### config.mk
export PLATFORM = sky130hd
export DESIGN_NAME = rmm_cell
export DESIGN_NICKNAME = d
export VERILOG_FILES = /design/src/hw/rtl/rmm_pkg.sv /design/src/hw/rtl/rmm_cell.sv
export SDC_FILE = /design/constraint.sdc
export NUM_CORES = 1
export LEC_CHECK = 0
export BUFFER_PORTS_ARGS = -buffer_cell sky130_fd_sc_hd__buf_2
export CAP_MARGIN = 15
export CORE_AREA = 2 2 61 106
export CTS_BUF_LIST = sky130_fd_sc_hd__clkbuf_8
export CTS_CLUSTER_SIZE = 14
export DETAILED_ROUTE_END_ITERATION = 7
export DIE_AREA = 0 0 63 108
export PLACE_DENSITY_LB_ADDON = 0.05
export SYNTH_ARGS = -nofsm -noshare
export SYNTH_HDL_FRONTEND = slang
export SYNTH_SLANG_ARGS = --single-unit
### constraint.sdc
create_clock -name aclk -period 4.48 [get_ports aclk]
set_clock_uncertainty 0.15 [all_clocks]
set_input_delay 0.448 -clock aclk [delete_from_list [all_inputs] [get_ports aclk]]
set_output_delay 0.448 -clock aclk [all_outputs]
set_load 0.02 [all_outputs]
### src/hw/rtl/rmm_pkg.sv
// shared constants and types for the running median sorted cell row
package rmm_pkg;

    localparam int DEF_CAPACITY   = 64;
    localparam int DEF_VALUE_BITS = 32;

    // fixed field widths on the stream ports
    localparam int OP_W        = 1;
    localparam int IN_VALUE_W  = 32;
    localparam int OUT_VALUE_W = 32;
    localparam int COUNT_W     = 7;
    localparam int STATUS_W    = 2;

    localparam int S_FIELDS_W  = OP_W + IN_VALUE_W;
    localparam int S_TDATA_W   = ((S_FIELDS_W + 7) / 8) * 8;
    localparam int M_FIELDS_W  = 2 * OUT_VALUE_W + COUNT_W + STATUS_W;
    localparam int M_TDATA_W   = ((M_FIELDS_W + 7) / 8) * 8;

    localparam logic OP_INSERT = 1'b0;
    localparam logic OP_ERASE  = 1'b1;

    localparam logic [STATUS_W-1:0] STATUS_OK   = 2'd0;
    localparam logic [STATUS_W-1:0] STATUS_FULL = 2'd1;
    localparam logic [STATUS_W-1:0] STATUS_MISS = 2'd2;

    // command broadcast to every cell of the row
    typedef struct packed {
        logic cmp;
        logic ins;
        logic del;
    } rmm_cmd_t;

endpackage

### src/hw/rtl/rmm_cell.sv
// one cell of the sorted row: holds one entry and shifts with its neighbours
module rmm_cell #(
    parameter int VALUE_BITS = rmm_pkg::DEF_VALUE_BITS
) (
    input  logic                         aclk,
    input  logic                         aresetn,
    input  rmm_pkg::rmm_cmd_t            cmd,
    input  logic signed [VALUE_BITS-1:0] key,
    input  logic signed [VALUE_BITS-1:0] left_val,
    input  logic                         left_valid,
    input  logic                         left_le,
    input  logic signed [VALUE_BITS-1:0] right_val,
    input  logic                         right_valid,
    output logic signed [VALUE_BITS-1:0] val,
    output logic                         valid,
    output logic                         le,
    output logic                         eq
);

    logic signed [VALUE_BITS-1:0] val_reg;
    logic                         valid_reg;
    logic                         le_reg;
    logic                         lt_reg;

    always_ff @(posedge aclk) begin
        if (!aresetn) begin
            valid_reg <= 1'b0;
            le_reg    <= 1'b0;
            lt_reg    <= 1'b0;
        end else begin
            if (cmd.cmp) begin
                le_reg <= valid_reg && (val_reg <= key);
                lt_reg <= valid_reg && (val_reg < key);
            end
            if (cmd.ins && !le_reg) begin
                // first cell above the key takes it, the rest move up by one
                if (left_le) begin
                    valid_reg <= 1'b1;
                end else begin
                    valid_reg <= left_valid;
                end
            end
            if (cmd.del && !lt_reg) begin
                valid_reg <= right_valid;
            end
        end
    end

    always_ff @(posedge aclk) begin
        if (cmd.ins && !le_reg) begin
            val_reg <= left_le ? key : left_val;
        end else if (cmd.del && !lt_reg) begin
            val_reg <= right_val;
        end
    end

    assign val   = val_reg;
    assign valid = valid_reg;
    assign le    = le_reg;
    assign eq    = le_reg && !lt_reg;

endmodule
==> results of run 1 <==
[stage by stage]
step	util (%)	cell area (um^2)
2_1_floorplan	-	2580
3_3_place_gp	56.8	3340
3_5_place_dp	56.8	3340
4_1_cts	58.1	3420
5_1_grt	58.1	3420
6_report	58.1	3420
[Yosys cell counts]
library cell	n
nand2_1	40
inv_1	35
o21ai_0	35
mux2i_1	33
edfxtp_1	32
ha_1	32
a21oi_1	15
clkbuf_1	8
nand4_1	8
nand3_1	7
nor2_1	4
buf_2	3
dfxtp_1	3
a21o_1	2
nand2b_1	2
nor2b_1	2
nor3_1	2
nor4_1	2
a2111o_1	1
a211o_1	1
a21bo_2	1
a21oi_2	1
a221o_1	1
a22o_1	1
nand3b_1	1
o21ai_1	1
or2b_1	1
or4_1	1
[path summary, 6_finish.rpt]
| path | slack [ns] | start | cells after the start | endpoint |
|---|---|---|---|---|
| worst max-delay path | 2.17 | val[7]$_DFFE_PP_ | 7 | le$_SDFFE_PN0P_ |
| worst max register to register | 2.17 | val[7]$_DFFE_PP_ | 7 | le$_SDFFE_PN0P_ |
| worst min-delay path | 0.27 | right_valid | 3 | valid$_SDFFE_PN0P_ |
| worst min register to register | 0.40 | lt_reg$_SDFFE_PN0P_ | 2 | lt_reg$_SDFFE_PN0P_ |
[routing by layer]
metal,wire length (um),up-vias
li1,-,1253
met1,2380,1090
met3,423,6
met4,86,0
met5,0,-
met2,3710,87
[power breakdown]
part	total [mW]	leakage, nW	switching [mW]	internal (mW)
combinational	0.312	1.43	0.182	0.131
sequential	0.427	0.355	0.0212	0.405
clock	0.218	0.0444	0.114	0.104
[cell families after synthesis]
kind of cell               after synthesis
and+or+nand+nor                         70
muxes                                   33
buffers and inverters                   46
DFF                                     35
AOI/OAI and AO/OA                       59
adders and majority gates               32
[cell type report]
| class | count | area [um^2] | area share (%) |
|---|---|---|---|
| clock buffer | 5 | 68.8 | 2.01 |
| clock inverter | 3 | 11.3 | 0.330 |
| sequential | 35 | 1020 | 29.9 |
| inverter | 35 | 131 | 3.84 |
| timing repair buffer | 140 | 706 | 20.7 |
| multi-input combinational | 194 | 1380 | 40.4 |
| tap | 78 | 97.6 | 2.86 |
[critical path: stages (launching register included)]
cell      delay [ns]
edfxtp_1        0.40
ha_1            0.30
a21oi_1         0.17
o21ai_0         0.15
a221o_1         0.33
a211o_1         0.23
a2111o_1        0.43
nand3_1         0.09
==> flow_metrics.py, run 1 <==
metrics = {
    "detailed_routing": {
        "num_vias": 2436,
        "viasPerCell": 4.97,
        "drc": 0,
        "drt_iter0_markers": 54,
        "ant_nets": 0,
        "drt_wl_total_um": 6590,
        "drt_first_pass_iters": 4,
        "wl_per_cell_um": 13.5,
    },
    "power": {
        "p_leak_nw": 1.83,
        "p_total_mw": 0.957,
        "power.density_nw_per_um2": 280,
        "ir_drop_mv": 0.197,
    },
    "logic_synthesis": {
        "yosysUniqueCellTypes": 28,
        "yosysTopAreaCell": "edfxtp_1",
        "synth_cells": 275,
        "ys_ff_latch": 35,
        "syn-num-nets": 411,
        "syn_area_um2": 2580,
        "synth.area.top_cells": "edfxtp_1 37%, ha_1 16%, mux2i_1 13%",
        "seq_area_frac_synth_pct": 39.6,
        "yosys.area_share.simple_pct": 12.4,
        "synth_top_family_by_area": "adder cells",
        "synth-xor-area-share_pct": 0,
        "synth_mux_area_share_pct": 12.8,
        "syn_area_per_cell_um2": 9.37,
        "synth_compound_area_share_pct": 12.7,
        "synthAdderAreaFrac_pct": 15.5,
        "synth_top_area_share_pct": 37.3,
        "yosysWarnings": 0,
    },
    "clocking": {
        "postCtsHoldBufs": 0,
        "clockBufferDepth": 2,
        "path_clk_slew_ns": 0.07,
        "insertion_delay_ns": 0.28,
        "htree_levels": 2,
        "clock-sinks": 35,
        "cts_buffers": 5,
        "cts.repair.resized": 0,
        "cts-root-buf": "clkbuf_8",
        "cts_tree": "built",
        "cts_setup_buffers": 0,
    },
    "sta": {
        "fin_crit_sh_pct": 51.6,
        "hold_violations": 0,
        "period_minus_slack_ns": 2.31,
        "slew_headroom_pct": 31.1,
        "worst_slack_ns": 2.17,
        "worst_pin_slew_ns": 1.03,
        "fmax_mhz": 432,
        "finalMaxSlewViolations": 0,
        "tns_ns": 0,
        "setup_viol": 0,
        "hold-worst-slack_ns": 0.270,
        "rsz0062_at_grt": "no",
    },
    "global_routing": {
        "grt.overflow.total": 0,
        "grt.total_usage_pct": 19.4,
        "grt_max_degree": 67,
        "grt_pass1_wl_um": 10400,
        "antenna_found_initial": 0,
        "grt-busiest-layer": "met2",
        "grt_pass1_vias": 2457,
        "grt.met2_usage_pct": 39.7,
        "met3_usage_pct": 3.75,
        "grtUsageMet1_pct": 18.9,
    },
    "floorplanning": {
        "fp.dieArea_um2": 6800,
        "die_h_um": 108,
        "die_x_um": 63,
        "start_util_pct": 43.8,
        "core_area_um2": 5880,
        "io_pins": 139,
        "fp-row-count": 37,
    },
    "setup_path": {
        "worstSetupEndpointType": "register",
        "crit_type": "reg -> reg",
        "worstPathRequired_ns": 4.55,
        "critPathLaunchType": "register",
        "cp.arrival_ns": 2.38,
        "worst-path-max-fanout": 2,
    },
    "cells_and_area": {
        "fill_cells": 589,
        "synthToLayoutAreaGrowth_pct": 32.6,
        "drive_above_1_share_pct": 35.9,
        "stdcell_count": 490,
        "largest_reg_flops": 32,
        "layout_common_cells": "138 x buf_2, 40 x nand2_1, 36 x inv_1, 35 x o21ai_0, 33 x mux2i_1",
        "n_antenna_cell": 0,
        "final_common_cell": "buf_2",
        "nNetsFinal": 547,
    },
    "place": {
        "dp.cells": 482,
        "pre_cts_ws_ns": 2.03,
        "io_buffers": 138,
        "dpl.hpwl_um": 5270,
        "place_congestion": 0.773,
    },
    "status": {
        "outcome": "finished clean",
    },
    "job": {
        "drv_cap": 0,
    },
    "worst_hold_path": {
        "min_path_type": "in -> reg",
    },
}
No activity file was read; power rests on OpenSTA's default activity.
==> inputs of run 2 (changes only) <==
CORE_AREA = 2 2 63 109   (was 2 2 61 106)
DIE_AREA = 0 0 65 111   (was 0 0 63 108)
clock period = 2.1 ns   (was 4.48 ns; I/O delays follow)
==> run 2 against run 1 <==
The flow now finishes with violations (negative setup slack). Critical endpoint unchanged. Via count grew 2.1%. First-iteration DRC count grew 39%. Final cell count grew 4.5%. Wire length grew 5.1%. Critical path depth is the same. Flip-flop and latch count is the same. Clock power grew 110%. Maximum frequency grew 5.8%. Total power grew 130%.
==> flow_metrics.py, run 2 (same netlist as run 1, synthesis figures left out) <==
metrics = {
    "setup_path": {
        "crit_type": "reg -> reg",
        "worstSetupEndpointType": "register",
        "cp.arrival_ns": 2.26,
        "worst-path-max-fanout": 2,
        "critPathLaunchType": "register",
        "reg2reg_slack_ns": -0.09,
        "worstPathRequired_ns": 2.18,
    },
    "floorplanning": {
        "die_h_um": 111,
        "start_util_pct": 40.3,
        "core_area_um2": 6390,
        "fp.dieArea_um2": 7220,
        "die_x_um": 65,
        "fp-row-count": 39,
        "io_pins": 139,
    },
    "cells_and_area": {
        "layout_common_cells": "138 x buf_2, 38 x nand2_1, 37 x inv_1, 34 x o21ai_0, 33 x mux2i_1",
        "final_common_cell": "buf_2",
        "nNetsFinal": 566,
        "drive_above_1_share_pct": 43.5,
        "stdcell_count": 512,
        "design_area_um2": 3750,
        "largest_reg_flops": 32,
        "n_antenna_cell": 0,
        "synthToLayoutAreaGrowth_pct": 45.7,
    },
    "clocking": {
        "clock-sinks": 35,
        "cts_buffers": 5,
        "cts_tree": "built",
        "insertion_delay_ns": 0.28,
        "clockBufferDepth": 2,
        "htree_levels": 2,
        "path_clk_slew_ns": 0.07,
        "cts-root-buf": "clkbuf_8",
    },
    "place": {
        "post_dp_cell_area_um2": 3490,
        "dp.cells": 500,
        "io_buffers": 138,
        "place_congestion": 0.803,
        "dpl.hpwl_um": 5540,
    },
    "sta": {
        "hold_violations": 0,
        "fmax_mhz": 457,
        "period_minus_slack_ns": 2.19,
        "fin_crit_sh_pct": 104,
        "hold-worst-slack_ns": 0.0311,
        "worst_pin_slew_ns": 0.396,
        "slew_headroom_pct": 73.6,
        "finalMaxSlewViolations": 0,
        "setup_viol": 2,
        "worst_slack_ns": -0.0865,
        "rsz0062_at_grt": "yes",
    },
    "job": {
        "drv_cap": 0,
    },
    "detailed_routing": {
        "drt_iter0_markers": 75,
        "ant_nets": 0,
        "drt_first_pass_iters": 3,
        "drt_wl_total_um": 6930,
        "wl_per_cell_um": 13.5,
        "drc": 0,
        "num_vias": 2486,
        "viasPerCell": 4.86,
    },
    "global_routing": {
        "grtUsageMet1_pct": 21.0,
        "grt_pass1_wl_um": 11300,
        "grt_pass1_vias": 2619,
        "met3_usage_pct": 3.55,
        "antenna_found_initial": 0,
        "grt.met2_usage_pct": 38.5,
        "grt.overflow.total": 0,
        "grt-busiest-layer": "met2",
        "grt.total_usage_pct": 19.9,
        "grt_max_degree": 49,
    },
    "status": {
        "violations": "negative setup slack",
        "outcome": "finished, violations left",
    },
    "worst_hold_path": {
        "min_path_type": "in -> reg",
    },
    "power": {
        "ir_drop_mv": 0.508,
        "p_leak_nw": 1.93,
        "power.density_nw_per_um2": 576,
    },
}
run 2: cell count changes in the layout (fill, tap and decap cells not counted), moves of 2 or more:
cell	previous run	this run
clkinv_1	2	0
buf_4	2	20
ha_4	0	12
a21oi_1	15	11
nand2_2	0	2
ha_1	32	20
nand2_1	40	38
a21oi_2	1	5
run 2: worst paths after layout:
kind                       start                   to  depth (start not counted)
max             val[7]$_DFFE_PP_      le$_SDFFE_PN0P_                          7
min                      aresetn   valid$_SDFFE_PN0P_                          2
max reg2reg     val[7]$_DFFE_PP_      le$_SDFFE_PN0P_                          7
min reg2reg  lt_reg$_SDFFE_PN0P_  lt_reg$_SDFFE_PN0P_                          2
run 2: per-layer routing:
metal,vias to the layer above,wire (um)
li1,1287,-
met1,1114,2600
met2,79,3900
met3,6,354
met4,0,76
met5,-,0
run 2: timing repair:
action,in CTS,in global routing
hold buffers,0,0
cloned,0,0
pin swaps,2,3
buffers inserted,3,2
endpoints found under the setup margin,2,2
resized for setup,6,12
run 2: final cells by class:
cell class                 instances  area [um^2]
fill                             602         2640
multi-input combinational        194         1560
sequential                        35         1020
timing repair buffer             159          861
inverter                          35          131
tap                               82          103
clock buffer                       5         68.8
clock inverter                     2         7.51
run 2: where the power goes:
group          internal, mW  leakage, nW  total [mW]  switching, mW
clock network         0.219       0.0466       0.453          0.234
logic                 0.366         1.53       0.786          0.420
registers             0.866        0.355       0.922         0.0560
run 2: worst max-delay path, stage by stage, from the launching register on:
cell and delay, ns:
edfxtp_1 0.44, ha_4 0.25, a21oi_2 0.14, o21ai_0 0.12
a221o_1 0.31, a211o_1 0.23, a2111o_1 0.42, nand3_1 0.08
run 2: stage by stage:
step | util [%] | power (mW) | worst slack, ns | TNS (ns)
finish | 58.7 | 2.16 | -0.0865 | -0.161
global route | 58.7 | 2.30 | -0.157 | -0.276
CTS | 56.9 | 2.14 | -0.0823 | -0.157
detailed placement | 54.6 | 1.65 | -0.179 | -0.345
global placement | 54.6 | 1.64 | -0.140 | -0.266
floorplan | - | 1.34 | -0.111 | -0.208
==> inputs of run 3 (changes only) <==
--- a/config.mk
+++ b/config.mk
@@ -6,11 +6,12 @@
 export NUM_CORES = 1
 export LEC_CHECK = 0
+export ABC_AREA = 1
 export BUFFER_PORTS_ARGS = -buffer_cell sky130_fd_sc_hd__buf_2
 export CAP_MARGIN = 15
-export CORE_AREA = 2 2 63 109
+export CORE_AREA = 2 2 63 110
 export CTS_BUF_LIST = sky130_fd_sc_hd__clkbuf_8
 export CTS_CLUSTER_SIZE = 14
 export DETAILED_ROUTE_END_ITERATION = 7
-export DIE_AREA = 0 0 65 111
+export DIE_AREA = 0 0 65 112
 export PLACE_DENSITY_LB_ADDON = 0.05
 export SYNTH_ARGS = -nofsm -noshare
--- a/constraint.sdc
+++ b/constraint.sdc
@@ -3,3 +3,3 @@
 set_input_delay 0.21 -clock aclk [delete_from_list [all_inputs] [get_ports aclk]]
 set_output_delay 0.21 -clock aclk [all_outputs]
-set_load 0.02 [all_outputs]
+set_load 0.01 [all_outputs]
==> run 3 against run 2 <==
Worst setup slack better by 0.24 ns. Design area is 6.9% lower. Wire length rose by 5.8%. The run now ends clean. Register-to-register slack gained 0.24 ns. Non-clock buffer count shrank 16. Flip-flop and latch count is the same. Via count grew 9.3%. Count of clock-buffer cells in the layout stayed put. Worst hold slack improved by 0.0012 ns. Highest routed layer unchanged.
==> flow_metrics.py, run 3 <==
metrics = {
    "status": {
        "outcome": "finished clean",
    },
    "place": {
        "io_buffers": 138,
        "post_dp_cell_area_um2": 3400,
        "place_congestion": 0.813,
        "pre_cts_ws_ns": 0.145,
        "dpl.hpwl_um": 5660,
    },
    "cells_and_area": {
        "layout_common_cells": "138 x buf_2, 80 x a21oi_1, 68 x nand2_1, 48 x inv_1, 40 x nor2_1",
        "final_common_cell": "buf_2",
        "drive_above_1_share_pct": 33.4,
        "nNetsFinal": 611,
        "multi_input_area_um2": 1390,
        "fill_cells": 697,
        "n_antenna_cell": 0,
        "fin_util_pct": 54.7,
        "regArea_um2": 1020,
        "design_area_um2": 3500,
        "largest_reg_flops": 32,
        "synthToLayoutAreaGrowth_pct": 33.6,
    },
    "logic_synthesis": {
        "synthAdderAreaFrac_pct": 15.3,
        "synth_compound_area_share_pct": 17.5,
        "synth_edf_count": 32,
        "synth_flop_cell": "edfxtp_1",
        "synth_cells": 338,
        "ys_ff_latch": 35,
        "synth.area.top_cells": "edfxtp_1 37%, a21oi_1 15%, ha_1 15%",
        "yosysWarnings": 0,
        "yosysUniqueCellTypes": 25,
        "synth-xor-area-share_pct": 0,
        "yosys.area_share.simple_pct": 19.5,
        "synth_top_family_by_area": "simple AND/OR/NAND/NOR gates",
        "syn_area_um2": 2620,
        "yosysTopAreaCell": "edfxtp_1",
        "synth_commonest_cells": "80 x a21oi_1, 68 x nand2_1, 45 x inv_1, 40 x nor2_1",
        "syn-num-nets": 474,
        "synth-async-reset-ratio_pct": 0,
        "synth_most_common_cell": "a21oi_1",
        "synth_top_area_share_pct": 36.7,
        "seq_area_frac_synth_pct": 39.0,
        "syn_area_per_cell_um2": 7.74,
        "synth_mux_area_share_pct": 0,
    },
    "detailed_routing": {
        "dr_wl_met3_um": 398,
        "met1Wirelength_um": 2700,
        "drt_iter0_markers": 72,
        "drt_first_pass_iters": 4,
        "drc": 0,
        "drt_wl_total_um": 7330,
        "ant_nets": 0,
        "viasPerCell": 4.87,
        "wl_per_cell_um": 13.1,
        "num_vias": 2716,
        "dr_wl_met2_um": 4160,
        "routed.top_layer": "met4",
    },
    "floorplanning": {
        "die_x_um": 65,
        "core_area_um2": 6390,
        "die_h_um": 112,
        "start_util_pct": 40.9,
        "fp-row-count": 39,
        "fp.dieArea_um2": 7280,
        "io_pins": 139,
    },
    "sta": {
        "tns_ns": 0,
        "fmax_mhz": 514,
        "hold-worst-slack_ns": 0.0323,
        "worst_pin_slew_ns": 1.09,
        "finalMaxSlewViolations": 0,
        "worst_slack_ns": 0.156,
        "fin_crit_sh_pct": 92.6,
        "period_minus_slack_ns": 1.94,
        "setup_viol": 0,
        "rsz0062_at_grt": "no",
        "hold_violations": 0,
        "slew_headroom_pct": 27.3,
    },
    "setup_path": {
        "r2r_cells": 10,
        "worstPathRequired_ns": 2.12,
        "crit_start": "val[31]$_DFFE_PP_",
        "crit_type": "reg -> reg",
        "worstSetupEndpointType": "register",
        "critPathLaunchType": "register",
        "worstReg2RegEnd": "le$_SDFFE_PN0P_",
        "worst-path-max-fanout": 4,
        "cp.arrival_ns": 1.97,
        "reg2reg_slack_ns": 0.16,
        "worstSetupEndpoint": "le$_SDFFE_PN0P_",
        "reg2reg_from": "val[31]$_DFFE_PP_",
    },
    "power": {
        "ir_drop_mv": 0.372,
        "power.density_nw_per_um2": 578,
        "p_leak_nw": 1.86,
    },
    "clocking": {
        "cts-root-buf": "clkbuf_8",
        "cts_tree": "built",
        "path_clk_slew_ns": 0.07,
        "clock-sinks": 35,
        "clockBufferDepth": 2,
        "cts_setup_buffers": 0,
        "cts_buffers": 5,
        "htree_levels": 2,
        "postCtsHoldBufs": 0,
        "insertion_delay_ns": 0.29,
    },
    "job": {
        "drv_cap": 0,
    },
    "worst_hold_path": {
        "min_path_type": "in -> reg",
    },
    "global_routing": {
        "grt_max_degree": 34,
        "antenna_found_initial": 0,
        "grt.overflow.total": 0,
        "grt_pass1_vias": 2702,
        "grt_pass1_wl_um": 11600,
        "grt.total_usage_pct": 20.5,
    },
}
run 3: cell count changes after synthesis, moves of 3 or more:
cell,delta
nand2_2,+3
o21ai_0,-31
clkbuf_1,+4
inv_1,+10
nand2_1,+28
nand3_1,-4
a21oi_1,+65
mux2i_1,-33
nand4_1,-6
nor2_1,+36
run 3: cells by family after synthesis:
logic type,Yosys count
flip-flops,35
AO/OA/AOI/OAI,89
adder cells (fa/ha/maj),32
buffers and inverters,60
AND/OR/NAND/NOR,122
run 3: critical path: stages, from the launching register on:
cell	delay, ns
edfxtp_1	0.43
ha_4	0.32
nand2_2	0.07
nor2_4	0.12
nand2_2	0.09
nor4_4	0.31
nand2_2	0.10
nand2_1	0.06
nand2_1	0.05
nand3_2	0.06
a21oi_1	0.06
run 3: area by class of cell:
cell class	instances	share of cell area [%]
multi-input cells	243	39.7
flip-flops and latches	35	29.2
repair buffers	143	20.8
inverters	47	5.05
well taps	82	2.93
clock buffers	5	1.97
clock inverters	3	0.322
run 3: through the flow:
step                      cells  total power [mW]
final                       558              2.02
after global routing        558              2.17
after CTS                   558              2.05
after detailed placement    550              1.58
after global placement      550              1.56
after floorplan             338              1.30
run 3: worst min-delay path by stage:
stage,from,to,cells after the start
2_1_floorplan,aresetn,le$_SDFFE_PN0P_,2
3_5_place_dp,aresetn,valid$_SDFFE_PN0P_,3
3_3_place_gp,aresetn,valid$_SDFFE_PN0P_,3
5_1_grt,aresetn,lt_reg$_SDFFE_PN0P_,3
6_report,aresetn,valid$_SDFFE_PN0P_,3
4_1_cts,aresetn,valid$_SDFFE_PN0P_,3
run 3: routing by layer:
layer / vias up / track usage, %
met5: - / 0
met2: 87 / 40.6
met1: 1225 / 20.7
met4: 0 / 6.67
li1: 1399 / -
met3: 5 / 3.43
run 3: report_power, final:
part	leakage, nW	switching (mW)	internal, mW
Combinational	1.47	0.370	0.286
Sequential	0.345	0.0419	0.861
Clock	0.0519	0.241	0.221
Total	1.86	0.653	1.37
run 3: what timing repair did:
action                                  CTS  global route
gates resized for setup                   0             2
hold endpoints to repair                  0             0
endpoints found under the setup margin    0             2
